`src/rtl/bcm_pkg.sv`:
```
// Shared types and constants for the banked cartridge mapper with scanline IRQ.
package bcm_pkg;

	// Bus item kinds carried on the op field.
	typedef enum logic [2:0] {
		OP_CPU_RD = 3'd0,
		OP_CPU_WR = 3'd1,
		OP_PPU_RD = 3'd2,
		OP_PPU_WR = 3'd3,
		OP_TICK   = 3'd4
	} op_t;

	// Memory selected by a result.
	typedef enum logic [2:0] {
		TGT_NONE    = 3'd0,
		TGT_PRG_RAM = 3'd1,
		TGT_PRG_ROM = 3'd2,
		TGT_CHR     = 3'd3,
		TGT_REG     = 3'd4
	} target_t;

	// Configuration register indexes.
	localparam logic [1:0] CFG_PRG_BANK_COUNT   = 2'd0;
	localparam logic [1:0] CFG_CHR_IS_RAM       = 2'd1;
	localparam logic [1:0] CFG_MIRRORING_DISABLED = 2'd2;

	// Mirroring codes.
	localparam logic [1:0] MIRRORING_NONE = 2'd2;

	// CPU address map.
	localparam logic [15:0] RAM_BASE = 16'h6000;
	localparam logic [15:0] ROM_BASE = 16'h8000;

	// Widths of the external interfaces.
	localparam int ADDR_W   = 16;
	localparam int MAPPED_W = 19;
	localparam int CFG_W    = 7;

endpackage

```
`src/rtl/banked_cartridge_mapper_irq.sv`:
```
// Top level of the banked cartridge mapper: address translation, registers and scanline IRQ.
//
//  channel | direction | handshake            | payload
//  --------+-----------+----------------------+-----------------------------------------------
//  in      | input     | in_valid / in_stall  | op, address, value
//  out     | output    | out_valid / out_stall| target, mapped_address, write_enable,
//          |           |                      | write_data, irq, mirroring
//  cfg     | input     | cfg_we               | cfg_index, cfg_data
//
// An item is captured in the input stage and its result is then registered in the result
// register, so one item is accepted every cycle unless in_stall is raised.
// Translation and the register and IRQ counter updates happen as the item moves from
// the input stage into the result register; a held result holds the input stage, and
// the input stalls only once that stage is full as well.
// Reset clears the valid flags, the bank and IRQ state and loads the default configuration.
module banked_cartridge_mapper_irq (
	input  logic                          clk,
	input  logic                          arst_n,
	input  logic                          in_valid,
	output logic                          in_stall,
	input  logic [2:0]                    op,
	input  logic [bcm_pkg::ADDR_W-1:0]    address,
	input  logic [7:0]                    value,
	output logic                          out_valid,
	input  logic                          out_stall,
	output logic [2:0]                    target,
	output logic [bcm_pkg::MAPPED_W-1:0]  mapped_address,
	output logic                          write_enable,
	output logic [7:0]                    write_data,
	output logic                          irq,
	output logic [1:0]                    mirroring,
	input  logic                          cfg_we,
	input  logic [1:0]                    cfg_index,
	input  logic [bcm_pkg::CFG_W-1:0]     cfg_data
);
	import bcm_pkg::*;

	// Configuration registers.
	logic [6:0] prg_bank_count_q;
	logic       chr_is_ram_q;
	logic       mirroring_disabled_q;

	// Mapper state.
	logic [7:0] bank_select_q;
	logic [7:0] bank_regs_q [8];
	logic       mirror_bit_q;
	logic [7:0] irq_latch_q;
	logic [7:0] irq_count_q;
	logic       irq_reload_q;
	logic       irq_enable_q;

	// Input stage.
	logic                valid_s1;
	logic [2:0]          op_s1;
	logic [ADDR_W-1:0]   address_s1;
	logic [7:0]          value_s1;

	// Result register.
	logic                valid_s2;
	target_t             target_s2;
	logic [MAPPED_W-1:0] mapped_s2;
	logic                we_s2;
	logic [7:0]          wdata_s2;
	logic                irq_s2;
	logic [1:0]          mirroring_s2;

	// Handshake.
	logic advance_s1;
	logic take_in;

	// Combinational results of the item in the input stage.
	target_t             target_c;
	logic [MAPPED_W-1:0] mapped_c;
	logic                we_c;
	logic [7:0]          wdata_c;
	logic                irq_c;
	logic                reg_wr_c;
	logic                tick_c;
	logic [7:0]          count_next_c;
	logic                mirror_next_c;
	logic [MAPPED_W-1:0] prg_mapped_c;
	logic [MAPPED_W-1:0] chr_mapped_c;

	// Stage control: the input stage moves on whenever the result register is free.
	assign advance_s1 = ~valid_s2 | ~out_stall;
	assign in_stall   = valid_s1 & ~advance_s1;
	assign take_in    = in_valid & ~in_stall;

	// PRG ROM window translation.
	always_comb begin
		logic [5:0] last_bank;
		logic [5:0] second_bank;
		logic [5:0] r6;
		logic [5:0] bank;
		last_bank   = 6'(prg_bank_count_q - 7'd1);
		second_bank = 6'(prg_bank_count_q - 7'd2);
		r6          = bank_regs_q[6][5:0];
		unique case (address_s1[14:13])
			2'd0: begin
				bank = bank_select_q[6] ? second_bank : r6;
			end
			2'd1: begin
				bank = bank_regs_q[7][5:0];
			end
			2'd2: begin
				bank = bank_select_q[6] ? r6 : second_bank;
			end
			default: begin
				bank = last_bank;
			end
		endcase
		prg_mapped_c = {bank, address_s1[12:0]};
	end

	// CHR window translation; bit 7 of the select swaps the two pattern halves.
	always_comb begin
		logic [2:0] win;
		logic [7:0] reg_val;
		logic [7:0] bank;
		win     = address_s1[12:10] ^ {bank_select_q[7], 2'b00};
		reg_val = bank_regs_q[{2'b00, win[1]}];
		if (!win[2]) begin
			bank = win[0] ? (reg_val | 8'h01) : (reg_val & 8'hFE);
		end else begin
			bank = bank_regs_q[3'd2 + {1'b0, win[1:0]}];
		end
		chr_mapped_c = {1'b0, bank, address_s1[9:0]};
	end

	// Per-item decode of target, address and write.
	always_comb begin
		target_c = TGT_NONE;
		mapped_c = '0;
		we_c     = 1'b0;
		wdata_c  = 8'h00;
		reg_wr_c = 1'b0;
		tick_c   = 1'b0;
		unique case (op_s1)
			OP_CPU_RD, OP_CPU_WR: begin
				if (address_s1 < RAM_BASE) begin
					target_c = TGT_NONE;
				end else if (address_s1 < ROM_BASE) begin
					target_c = TGT_PRG_RAM;
					mapped_c = {6'd0, address_s1[12:0]};
					if (op_s1 == OP_CPU_WR) begin
						we_c    = 1'b1;
						wdata_c = value_s1;
					end
				end else if (op_s1 == OP_CPU_RD) begin
					target_c = TGT_PRG_ROM;
					mapped_c = prg_mapped_c;
				end else begin
					target_c = TGT_REG;
					mapped_c = {3'd0, address_s1};
					reg_wr_c = 1'b1;
				end
			end
			OP_PPU_RD, OP_PPU_WR: begin
				target_c = TGT_CHR;
				mapped_c = chr_mapped_c;
				if (op_s1 == OP_PPU_WR && chr_is_ram_q) begin
					we_c    = 1'b1;
					wdata_c = value_s1;
				end
			end
			OP_TICK: begin
				tick_c = 1'b1;
			end
			default: begin
				target_c = TGT_NONE;
			end
		endcase
	end

	// Scanline counter: reload on zero or on request, else count down.
	always_comb begin
		if (irq_count_q == 8'd0 || irq_reload_q) begin
			count_next_c = irq_latch_q;
		end else begin
			count_next_c = irq_count_q - 8'd1;
		end
		irq_c = tick_c & (count_next_c == 8'd0) & irq_enable_q;
	end

	// Mirroring as it stands after this item.
	assign mirror_next_c = (reg_wr_c && address_s1[14:13] == 2'd1 && !address_s1[0]) ?
		value_s1[0] : mirror_bit_q;

	// Input stage register.
	always_ff @(posedge clk or negedge arst_n) begin
		if (!arst_n) begin
			valid_s1 <= 1'b0;
		end else if (!in_stall) begin
			valid_s1 <= in_valid;
		end
	end

	always_ff @(posedge clk) begin
		if (take_in) begin
			op_s1      <= op;
			address_s1 <= address;
			value_s1   <= value;
		end
	end

	// Result register.
	always_ff @(posedge clk or negedge arst_n) begin
		if (!arst_n) begin
			valid_s2 <= 1'b0;
		end else if (advance_s1) begin
			valid_s2 <= valid_s1;
		end
	end

	always_ff @(posedge clk) begin
		if (advance_s1 && valid_s1) begin
			target_s2    <= target_c;
			mapped_s2    <= mapped_c;
			we_s2        <= we_c;
			wdata_s2     <= wdata_c;
			irq_s2       <= irq_c;
			mirroring_s2 <= mirroring_disabled_q ? MIRRORING_NONE : {1'b0, mirror_next_c};
		end
	end

	// Mapper state updates, committed as an item leaves the input stage.
	always_ff @(posedge clk or negedge arst_n) begin
		if (!arst_n) begin
			bank_select_q <= 8'h00;
			for (int i = 0; i < 8; i++) begin
				bank_regs_q[i] <= 8'h00;
			end
			mirror_bit_q  <= 1'b0;
			irq_latch_q   <= 8'h00;
			irq_count_q   <= 8'h00;
			irq_reload_q  <= 1'b0;
			irq_enable_q  <= 1'b0;
		end else if (advance_s1 && valid_s1) begin
			mirror_bit_q <= mirror_next_c;
			if (tick_c) begin
				irq_count_q  <= count_next_c;
				irq_reload_q <= 1'b0;
			end
			if (reg_wr_c) begin
				unique case (address_s1[14:13])
					2'd0: begin
						if (address_s1[0]) begin
							bank_regs_q[bank_select_q[2:0]] <= value_s1;
						end else begin
							bank_select_q <= value_s1;
						end
					end
					2'd1: begin
						// Mirroring handled above; the odd register (RAM protect) is ignored.
					end
					2'd2: begin
						if (address_s1[0]) begin
							irq_reload_q <= 1'b1;
						end else begin
							irq_latch_q <= value_s1;
						end
					end
					default: begin
						irq_enable_q <= address_s1[0];
					end
				endcase
			end
		end
	end

	// Configuration writes; indexes past the list are dropped.
	always_ff @(posedge clk or negedge arst_n) begin
		if (!arst_n) begin
			prg_bank_count_q     <= 7'd32;
			chr_is_ram_q         <= 1'b0;
			mirroring_disabled_q <= 1'b0;
		end else if (cfg_we) begin
			unique case (cfg_index)
				CFG_PRG_BANK_COUNT: begin
					prg_bank_count_q <= cfg_data;
				end
				CFG_CHR_IS_RAM: begin
					chr_is_ram_q <= cfg_data[0];
				end
				CFG_MIRRORING_DISABLED: begin
					mirroring_disabled_q <= cfg_data[0];
				end
				default: begin
				end
			endcase
		end
	end

	// Output ports.
	assign out_valid      = valid_s2;
	assign target         = target_s2;
	assign mapped_address = mapped_s2;
	assign write_enable   = we_s2;
	assign write_data     = wdata_s2;
	assign irq            = irq_s2;
	assign mirroring      = mirroring_s2;

	// A memory write only ever goes to PRG RAM or CHR.
	assert property (@(posedge clk) disable iff (!arst_n)
		valid_s2 && we_s2 |-> target_s2 == TGT_PRG_RAM || target_s2 == TGT_CHR)
		else $error("write enable on a target that is not writable memory");

	// An IRQ pulse belongs to a scanline tick, which has no target and no address.
	assert property (@(posedge clk) disable iff (!arst_n)
		valid_s2 && irq_s2 |-> target_s2 == TGT_NONE && mapped_s2 == '0 && !we_s2)
		else $error("irq raised on a result that is not a scanline tick");

	// The input side stalls only while a held result blocks a full input stage.
	assert property (@(posedge clk) disable iff (!arst_n)
		in_stall |-> valid_s1 && valid_s2 && out_stall)
		else $error("input stalled without a blocked pipeline");

	// An item moving on from a full input stage must show up as a result the next cycle.
	assert property (@(posedge clk) disable iff (!arst_n)
		valid_s1 && advance_s1 |=> valid_s2)
		else $error("item lost between input stage and result register");

endmodule

```
`config.mk`:
```
export PLATFORM = sky130hd
export DESIGN_NAME = banked_cartridge_mapper_irq
export DESIGN_NICKNAME = d
export VERILOG_FILES = /design/src/rtl/bcm_pkg.sv /design/src/rtl/banked_cartridge_mapper_irq.sv
export SDC_FILE = /design/constraint.sdc
export NUM_CORES = 1
export LEC_CHECK = 0
export BUFFER_PORTS_ARGS = -buffer_cell sky130_fd_sc_hd__buf_2
export CAP_MARGIN = 15
export CORE_MARGIN = 2
export CORE_UTILIZATION = 58
export CTS_CLUSTER_DIAMETER = 30
export DETAILED_ROUTE_END_ITERATION = 8
export PLACE_DENSITY = 0.79
export SLEW_MARGIN = 30
export SYNTH_ARGS = -nofsm -noshare
export SYNTH_HDL_FRONTEND = slang
export SYNTH_SLANG_ARGS = --single-unit
```
`constraint.sdc`:
```
create_clock -name clk -period 3.7 [get_ports clk]
set_input_delay 0.925 -clock clk [delete_from_list [all_inputs] [get_ports clk]]
set_output_delay 0.925 -clock clk [all_outputs]
set_load 0.03 [all_outputs]
```
**Word-level counts from Yosys, hierarchy flattened**

Cells that the tools add are included.

- Flip-flop bits (word level): 162
- Input port bits: 41
- Output and inout bits: 36
- Logic and storage cells: 129

- $add $sub $neg: 4
- Magnitude comparators: 6
- Equality and inequality tests: 8
- Multiplexer cells: 44
- Bitwise logic cells: 15
- Reduce and logical (&&, ||, !) cells: 23

Operator list:

| operator | number |
|---|---|
| $mux W8 | 11 |
| $bwmux W64 | 1 |
| $mux W19 | 3 |
| $bmux W8 S3 | 2 |
| $pmux W19 S2 | 1 |
| $demux W8 S3 | 1 |
| $pmux W6 S3 | 1 |
| $logic_not A8 Y1 | 2 |
| $lt A16 B15 Y1 const B | 1 |
| $lt A16 B16 Y1 const B | 1 |
| $pmux W8 S2 | 1 |
| $mux W1 | 15 |
| $ge A4 B4 Y1 const B | 3 |
| $mux W6 | 2 |
| $reduce_and A4 Y1 | 3 |
| $mux W3 | 3 |
| $not A3 Y4 | 2 |
| $reduce_and A2 Y1 | 4 |
| $sub A8 B1 Y8 const B | 1 |
| $eq A3 B2 Y1 const B | 2 |
| $not A1 Y1 | 6 |
| $pmux W3 S2 | 1 |
| $sub A6 B1 Y6 const B | 1 |
| $sub A6 B2 Y6 const B | 1 |
| 20 further kinds | 31 |

**Longest topological paths before layout**

Gate-level depths: netlist (run 1).

- Depth after elaboration: 9
- Mapped depth: 8
- Depth with buffers taken out: 7

**Worst setup path after synthesis (run 1)**

No wires, ideal clock.

- Path type: input to register
- Start: input port out_stall
- End: register bank_regs_q[57] (netlist name)
- Arrival: 3.408 ns
- Data required time: 3.575 ns
- Setup slack: 0.167 ns
- Stages: 4
- Buffers on the path: 0
- Cells stage by stage: a21boi_2 nand3b_1 nor4_4 mux2_2

- Cells in the longest elaborated chain, start to end: 4

Ends and longest elaborated chain:

| element | RTL line | text |
|---|---|---|
| start, declared | banked_cartridge_mapper_irq.sv:25 | `input logic out_stall,` |
| $not A1 Y1 | banked_cartridge_mapper_irq.sv:85 | `assign advance_s1 = ~valid_s2 \| ~out_stall;` |
| $or A1 B1 Y1 | banked_cartridge_mapper_irq.sv:85 |  |
| $logic_and A1 B1 Y1 | banked_cartridge_mapper_irq.sv:238 | `end else if (advance_s1 && valid_s1) begin` |
| $reduce_and A4 Y1 (no line) | - |  |
| end signal, assigned by index | banked_cartridge_mapper_irq.sv:248 | `bank_regs_q[bank_select_q[2:0]] <= value_s1;` |
| end, declared | banked_cartridge_mapper_irq.sv:45 | `logic [7:0] bank_regs_q [8];` |

No other way between the ends.
A chain may end at the register's enable or synchronous reset.

**Final worst setup path (run 1)**

- Start: register irq_count_q[0]
- End: register irq_s2, in the netlist irq, data pin

- Cells in the longest elaborated chain, start to end: 6
- Elaborated cells on any way between the ends: 7

Ends and longest elaborated chain:

| element | RTL line | text |
|---|---|---|
| start, declared | banked_cartridge_mapper_irq.sv:48 | `logic [7:0] irq_count_q;` |
| start signal, assigned | banked_cartridge_mapper_irq.sv:241 | `irq_count_q <= count_next_c;` |
| parallel branches: the longest is 2 deep, another holds $sub A8 B1 Y8 | - |  |
| $mux W8 * | banked_cartridge_mapper_irq.sv:177 | `if (irq_count_q == 8'd0 \|\| irq_reload_q) begin` |
| $logic_not A8 Y1 * | banked_cartridge_mapper_irq.sv:182 | `irq_c = tick_c & (count_next_c == 8'd0) & irq_enable_q;` |
| $and A1 B1 Y1 * (2 in a row) | banked_cartridge_mapper_irq.sv:182 |  |
| via irq_c | banked_cartridge_mapper_irq.sv:76 | `logic irq_c;` |
| end signal, assigned | banked_cartridge_mapper_irq.sv:221 | `irq_s2 <= irq_c;` |
| end, declared | banked_cartridge_mapper_irq.sv:64 | `logic irq_s2;` |

Mark *: on every way through the listed nets, which the timed path passes.

==> results of run 1 <==
[registers in the layout, summed over array words and instances, names as in the netlist, 2 cells and up]
signal / count
op_s1: 3
bank_regs_q: 58
irq_latch_q: 8
address_s1: 16
mirroring: 2
bank_select_q: 5
target: 3
prg_bank_count_q: 6
value_s1: 8
irq_count_q: 8
write_data: 8
mapped_address: 19
[cell type report]
class                           instances  area [sq um]
Clock buffer                           20           447
Clock inverter                         12           126
Fill cell                             813          3500
Inverter                               14          52.6
Multi-Input combinational cell        312          2540
Sequential cell                       153          4140
Tap cell                              143           179
Timing Repair Buffer                   83           438
[layout by cell type, fill, tap and decap left out, types with 8 or more instances in the layout]
cell / count
nor2_1: 25
a21oi_1: 22
nand2_1: 25
nand3_1: 8
mux2i_1: 12
and2_1: 19
o21ai_0: 23
xnor2_1: 8
buf_2: 74
dfrtp_1: 91
buf_4: 9
nor3_1: 9
inv_1: 14
mux2_2: 78
edfxtp_1: 61
clkbuf_16: 17
[cells by family (layout without fill, tap and decap cells)]
kind of cell	Yosys count	count (layout)	share of synthesized area (%)
buffers and inverters	36	129	2.13
AND/OR/NAND/NOR	124	124	11.1
flip-flops	153	153	60.7
adder cells (fa/ha/maj)	5	5	0.919
AO/OA/AOI/OAI	74	74	6.61
multiplexers	97	97	17.0
XOR/XNOR	12	12	1.54
[metrics by stage]
step	hold slack, ns	setup WS, ns	power (mW)	instances	utilization [%]
global route	0.514	0.877	4.60	737	69.3
floorplan	0.442	0.167	2.56	501	-
CTS	0.496	1.15	4.43	737	69.3
finish	0.492	1.11	4.41	737	69.3
global placement	0.461	0.821	2.73	705	64.3
detailed placement	0.480	0.771	2.76	705	64.3
[worst reg2reg max path, stage by stage (launching register included)]
cell and delay [ns]:
dfrtp_1 0.40, inv_1 0.12, ha_1 0.19, nor3b_1 0.44
a21oi_2 0.31, or4_1 0.46, a211o_1 0.31, nor3_1 0.19
[path summary, 6_finish.rpt]
kind | start | endpoint | cells past startpoint
max | irq_count_q[0] | irq | 7
min | valid_s1 | out_valid | 1
max reg2reg | irq_count_q[0] | irq | 7
min reg2reg | valid_s1 | out_valid | 1
max in group asynchronous | arst_n | prg_bank_count_q[5] | 2
min in group asynchronous | arst_n | irq_count_q[0] | 1
[metal layers]
layer / share of wire [%] / GRT usage [%]
met2: 49 / 38.7
met3: 4.8 / 6.16
met5: 0 / 0
met4: 2.5 / 10.2
met1: 43 / 33.5
[where the power goes]
| group | switching [mW] | leakage (nW) | internal (mW) | total, mW |
|---|---|---|---|---|
| registers | 0.153 | 1.84 | 1.91 | 2.06 |
| clock network | 0.656 | 0.276 | 1.01 | 1.66 |
| logic | 0.399 | 1.38 | 0.290 | 0.690 |
| total | 1.21 | 3.50 | 3.21 | 4.41 |
==> flow_summary.ini, run 1 <==
[status]
outcome = completed

[layout]
final_cell_area_sq_um = 7920
nets = 627
syn_to_final_growth_pct = 16.2
drive_gt1_share_pct = 36.0
num_antenna_cells = 0

[timing]
fin_crit_sh_pct = 70.0
final_hold_viol_count = 0
finalSetupTns_ns = 0
fmax_ghz = 0.386
drv_slew = 0
finalClockSkew_ns = 0.00783
worst_pin_slew_ns = 0.915
setup_viol = 0
min_period_ns = 2.59
rsz0062_at_grt = no
relSlewSlack_pct = 38.9

[global_route]
grt-ovfl-total = 0
antenna_found_initial = 0
grt_pass1_wl_mm = 23.6
track_usage_pct = 24.7
grt_pass1_vias = 4451
grt_max_degree = 50

[worst_setup_path]
r2r_slack_ns = 1.11
worstSetupPathType = register to register
path_cells = inv_1 -> ha_1 -> nor3b_1 -> a21oi_2 -> or4_1 -> a211o_1 -> nor3_1
critPathBufInv = 1
crit_fanout = 17
critPathArrivalTime_ns = 2.84
max_stage_delay_ns = 0.46
critPathRequiredTime_ns = 3.95
critical_path.top_delay_family = simple AND/OR/NAND/NOR gates
worst_setup_path_end_kind = register
cpMaxStageDelayCell = or4_1
start_kind = register

[placed_design]
portBuffers = 75
place_area_sq_um = 7340
post-dp-hpwl_mm = 9.83
place_congestion = 0.841

[drt]
routed_wl_mm = 14.5
remaining_drc_errors = 0
viasPerCell = 5.89
wl_per_cell_um = 19.7
dr.first_iter.drc_count = 340
drt.antenna.violating_nets = 0
drt-pass1-iter-count = 5
num_vias = 4344

[synth]
ys_seq_area_share_pct = 60.7
ys.flop_type = dfrtp_1
synth.area.top_cells = dfrtp_1 (33%), edfxtp_1 (27%), mux2_2 (13%), mux4_2 (2.3%), mux2i_1 (1.8%)
synth_edf_count = 61
synth_top_cell_area_share_pct = 33.4
synth_top_area_cell = dfrtp_1
yosysWarnings = 0
synth_most_common_cell = dfrtp_1
syn_avg_cell_area_sq_um = 13.6
syn_inst = 501
synth_cell_type_count = 56
ys_ff_latch = 153
async_flop_share_pct = 60.1
postSynthNetCount = 547
synth_area_sq_um = 6810
ys_top_cells_by_count = dfrtp_1 (91), mux2_2 (78), edfxtp_1 (61), nand2_1 (25), nor2_1 (25)

[floorplan]
initial_core_util_pct = 59.6
num_rows = 39
die_x_um = 112
core_area_sq_um = 11400
boundaryPins = 77
die_h_um = 112
fp.dieArea_sq_um = 12600

[clock_network]
cts_hold_buffers = 0
insertion_delay_ns = 0.42
htreeDepth = 4
cts_setup_buffers = 0
clock_sinks = 153
cts.clk_slew.worst_paths_ns = 0.06
cts_inserted_buffers = 17
clockBufferDepth = 2
clock-root-buffer = clkbuf_16
cts_resized = 0
cts_tree = yes

[min_path]
hp-class = register to register

[job]
maxCapViolCount = 0

[power]
p_per_area_nw_per_um2 = 558
p_leak_nw = 3.50
vdd_drop_max_mv = 0.628
Note: power is estimated with default switching activity, not from simulation.
==> run 2, diff against run 1 <==
==> constraint.sdc (replaced) <==
create_clock -name clk -period 2.5 [get_ports clk]
set_input_delay 0.625 -clock clk [delete_from_list [all_inputs] [get_ports clk]]
set_output_delay 0.625 -clock clk [all_outputs]
set_load 0.03 [all_outputs]
==> flow_summary.ini, run 2 (same netlist as run 1, synthesis figures left out) <==
[layout]
num_antenna_cells = 0
drive_gt1_share_pct = 37.4
nets = 638
final_common_cell = dfrtp_1
fin_cells = 748
finalCoreUtilization_pct = 70.4
mostFrequentLayoutCells = dfrtp_1 (91), buf_2 (74), mux2_2 (73)
syn_to_final_growth_pct = 18.0
regMostFlops = bank_regs_q
nFillCells = 782
largest_reg_flops = 58
regArea_sq_um = 4140
multi_input_area_sq_um = 2560

[clock_network]
cts.clk_slew.worst_paths_ns = 0.06
cts_tree = yes
cts_resized = 0
clock_sinks = 153
htreeDepth = 4
cts_hold_buffers = 0
clockBufferDepth = 2
cts_inserted_buffers = 17
insertion_delay_ns = 0.42
cts_setup_buffers = 0
clock-root-buffer = clkbuf_16

[drt]
remaining_drc_errors = 0
drt.antenna.violating_nets = 0
wl_per_cell_um = 19.5
dr.first_iter.drc_count = 298
viasPerCell = 5.82
num_vias = 4356
routed_wl_mm = 14.6
drt-pass1-iter-count = 4

[worst_setup_path]
start_kind = register
critical_path.top_delay_family = simple AND/OR/NAND/NOR gates
worstSetupPathType = register to register
critPathRequiredTime_ns = 2.81
critPathArrivalTime_ns = 2.61
critPathBufInv = 0
cpMaxStageDelayCell = and4bb_1
max_stage_delay_ns = 0.54
worst_setup_path_end_kind = register
crit_fanout = 8
path_cells = and4bb_1 -> nand2_2 -> nor3_4 -> mux2_2

[timing]
finalSetupTns_ns = 0
finalClockSkew_ns = 0.0102
setup_viol = 0
fin_crit_sh_pct = 92.1
worst_pin_slew_ns = 0.705
min_period_ns = 2.30
fmax_ghz = 0.434
rsz0062_at_grt = no
relSlewSlack_pct = 53.0
drv_slew = 0
final_hold_viol_count = 0

[global_route]
grt_max_degree = 53
antenna_found_initial = 0
track_usage_pct = 25.0
grt_pass1_vias = 4575
grt-ovfl-total = 0
grt_pass1_wl_mm = 23.9

[floorplan]
die_x_um = 112
initial_core_util_pct = 59.6
core_area_sq_um = 11400
fp.dieArea_sq_um = 12600
boundaryPins = 77
num_rows = 39
die_h_um = 112

[power]
p_per_area_nw_per_um2 = 815
vdd_drop_max_mv = 1.17
p_leak_nw = 3.57

[placed_design]
dp.cells = 716
portBuffers = 75
place_congestion = 0.862
post-dp-hpwl_mm = 9.94

[min_path]
hp-class = primary input to async pin

[status]
outcome = completed

[job]
maxCapViolCount = 0
==> run 2: cell count changes in the layout (fill, tap and decap cells not counted), sizes merged <==
cell / delta
clkinvlp: -2
clkbuf: -1
inv: +4
bufinv: -1
buf: +11
==> run 2: per-stage QoR <==
step | setup slack (ns) | cell area (sq um) | hold WS [ns] | power, mW
2_1_floorplan | -0.0999 | 6840 | 0.329 | 3.78
3_3_place_gp | 0.178 | 7460 | 0.461 | 4.06
3_5_place_dp | 0.109 | 7460 | 0.466 | 4.10
4_1_cts | 0.193 | 8030 | 0.194 | 6.58
5_1_grt | 0.0143 | 8030 | 0.223 | 6.83
6_report | 0.198 | 8030 | 0.176 | 6.55
==> run 2: power breakdown <==
part / switching, mW / leakage (nW) / internal, mW / total, mW
combinational: 0.591 / 1.45 / 0.445 / 1.04
sequential: 0.214 / 1.84 / 2.82 / 3.04
clock: 1.01 / 0.287 / 1.46 / 2.47
total: 1.82 / 3.57 / 4.73 / 6.55
==> run 2: worst reg2reg max path, cell delays in order (launching register included) <==
cell,delay [ns]
edfxtp_1,0.50
and4bb_1,0.54
nand2_2,0.21
nor3_4,0.53
mux2_2,0.40
==> run 2: path summary, 6_finish.rpt <==
| path | start | to | slack, ns | cells after the start |
|---|---|---|---|---|
| min | arst_n | irq_count_q[4] | 0.18 | 1 |
| min in group clk | value[5] | value_s1[5] | 0.38 | 1 |
| min reg2reg | valid_s1 | out_valid | 0.48 | 1 |
| max | op_s1[1] | bank_regs_q[33] | 0.20 | 4 |
| max reg2reg | op_s1[1] | bank_regs_q[33] | 0.20 | 4 |
| max in group asynchronous | arst_n | bank_select_q[0] | 1.63 | 2 |
==> run 2: layout make-up <==
type	instances	share of cell area [%]
clock buffers	19	5.78
clock inverters	13	1.42
inverters	14	0.654
multi-input cells	312	31.8
flip-flops and latches	153	51.5
well taps	143	2.23
repair buffers	94	6.63
==> run 2: metal layers <==
metal  GRT usage (%)  wire length, um  part of all wire (%)
met5               0                0                     0
met4            8.37              228                   1.6
met3            7.29              684                   4.7
met2            41.1             7530                    52
met1            32.4             6140                    42
==> run 3, diff against run 2 <==
--- a/config.mk
+++ b/config.mk
@@ -11,6 +11,7 @@
 export CORE_UTILIZATION = 58
 export CTS_CLUSTER_DIAMETER = 30
 export DETAILED_ROUTE_END_ITERATION = 8
+export MAX_ROUTING_LAYER = met4
 export PLACE_DENSITY = 0.79
 export SLEW_MARGIN = 30
 export SYNTH_ARGS = -nofsm -noshare
==> flow_summary.ini, run 3 (same netlist as run 1, synthesis figures left out) <==
[layout]
syn_to_final_growth_pct = 18.5
num_antenna_cells = 0
nFillCells = 761
regMostFlops = bank_regs_q
mostFrequentLayoutCells = dfrtp_1 (91), buf_2 (74), mux2_2 (73)
drive_gt1_share_pct = 37.6
final_common_cell = dfrtp_1
largest_reg_flops = 58
nets = 639

[worst_setup_path]
max_stage_delay_ns = 0.43
critPathRequiredTime_ns = 2.76
r2r_slack_ns = 0.23
critPathBufInv = 1
critical_path.top_delay_family = simple AND/OR/NAND/NOR gates
crit_fanout = 4
reg2reg_depth = 7
path_cells = inv_1 -> ha_1 -> nor3b_1 -> a21oi_2 -> or4_1 -> a211o_1 -> nor3_1
start_kind = register
r2r-end = irq
worstSetupPathType = register to register
worst_setup_path_end_kind = register
critPathArrivalTime_ns = 2.53
cpMaxStageDelayCell = or4_1
r2r-start = irq_count_q[0]

[clock_network]
insertion_delay_ns = 0.43
cts.clk_slew.worst_paths_ns = 0.06
clock-root-buffer = clkbuf_16
cts_tree = yes
clockBufferDepth = 2
cts_resized = 0
htreeDepth = 4
cts_inserted_buffers = 17
cts_setup_buffers = 0
cts_hold_buffers = 0
clock_sinks = 153

[drt]
drt-pass1-iter-count = 5
drt.antenna.violating_nets = 0
wl_per_cell_um = 19.1
routed_wl_mm = 14.3
num_vias = 4354
dr.first_iter.drc_count = 250
viasPerCell = 5.81
remaining_drc_errors = 0

[floorplan]
fp.dieArea_sq_um = 12600
boundaryPins = 77
num_rows = 39
initial_core_util_pct = 59.6
die_x_um = 112
core_area_sq_um = 11400
die_h_um = 112

[timing]
fin_crit_sh_pct = 90.7
finalClockSkew_ns = 0.00622
relSlewSlack_pct = 48.7
fmax_ghz = 0.441
final_hold_viol_count = 0
setup_ws_ns = 0.231
worst_pin_slew_ns = 0.769
min_period_ns = 2.27
drv_slew = 0
setup_viol = 0
rsz0062_at_grt = no
holdWs_ns = 0.121

[placed_design]
portBuffers = 75
post-dp-hpwl_mm = 9.61
place_congestion = 0.864
dp_slack_ns = 0.202

[status]
outcome = completed

[global_route]
track_usage_pct = 25.2
grt-ovfl-total = 0
antenna_found_initial = 0
grt_pass1_vias = 4469
grt_pass1_wl_mm = 23.2
grt_max_degree = 63

[power]
p_per_area_nw_per_um2 = 822
p_leak_nw = 3.59
vdd_drop_max_mv = 0.792

[min_path]
hp-class = primary input to async pin

[job]
maxCapViolCount = 0
[run 3: cell count changes in the layout (fill, tap and decap cells not counted)]
cell	change
buf_4	+1
clkbuf_8	-1
clkinv_1	-1
clkinv_2	-3
clkinv_4	+2
clkinv_8	+1
inv_6	-1
inv_8	+3
[run 3: stage by stage]
step	total power [mW]	setup TNS [ns]	utilization, %	instance area [sq um]	cells
after floorplan	3.78	-3.00	-	6840	501
after global placement	4.06	0	65.4	7460	717
after detailed placement	4.11	0	65.4	7460	717
after CTS	6.67	0	70.7	8070	749
after global routing	6.92	0	70.7	8070	749
final	6.63	0	70.7	8070	749
[run 3: worst max-delay path by stage]
stage                     slack [ns]  cells past startpoint            from              end
final                           0.23                      7  irq_count_q[0]              irq
after CTS                       0.23                      7  irq_count_q[0]              irq
after detailed placement        0.20                      5       out_stall  bank_regs_q[35]
after floorplan                 -0.1                      4       out_stall   irq_latch_q[0]
after global routing            0.09                      8  irq_count_q[0]              irq
after global placement          0.27                      5       out_stall  bank_regs_q[32]
[run 3: where the power goes]
part	total, mW	internal, mW	switching, mW
Clock	2.56	1.47	1.09
Sequential	3.04	2.82	0.217
Combinational	1.03	0.445	0.589
[run 3: cell type report]
| type | count | area [sq um] | area share (%) |
|---|---|---|---|
| sequential | 153 | 4140 | 51.3 |
| clock buffer | 18 | 450 | 5.58 |
| inverter | 14 | 52.6 | 0.651 |
| multi-input combinational | 312 | 2560 | 31.7 |
| tap | 143 | 179 | 2.22 |
| clock inverter | 14 | 154 | 1.91 |
| timing repair buffer | 95 | 541 | 6.70 |
[run 3: layer usage]
layer | share of wire, % | vias up | global-route usage [%]
met3 | 4.6 | 26 | 5.89
li1 | - | 2027 | -
met1 | 42 | 2174 | 31.4
met5 | 0 | - | -
met4 | 2.4 | 0 | 10.2
met2 | 51 | 127 | 40.1
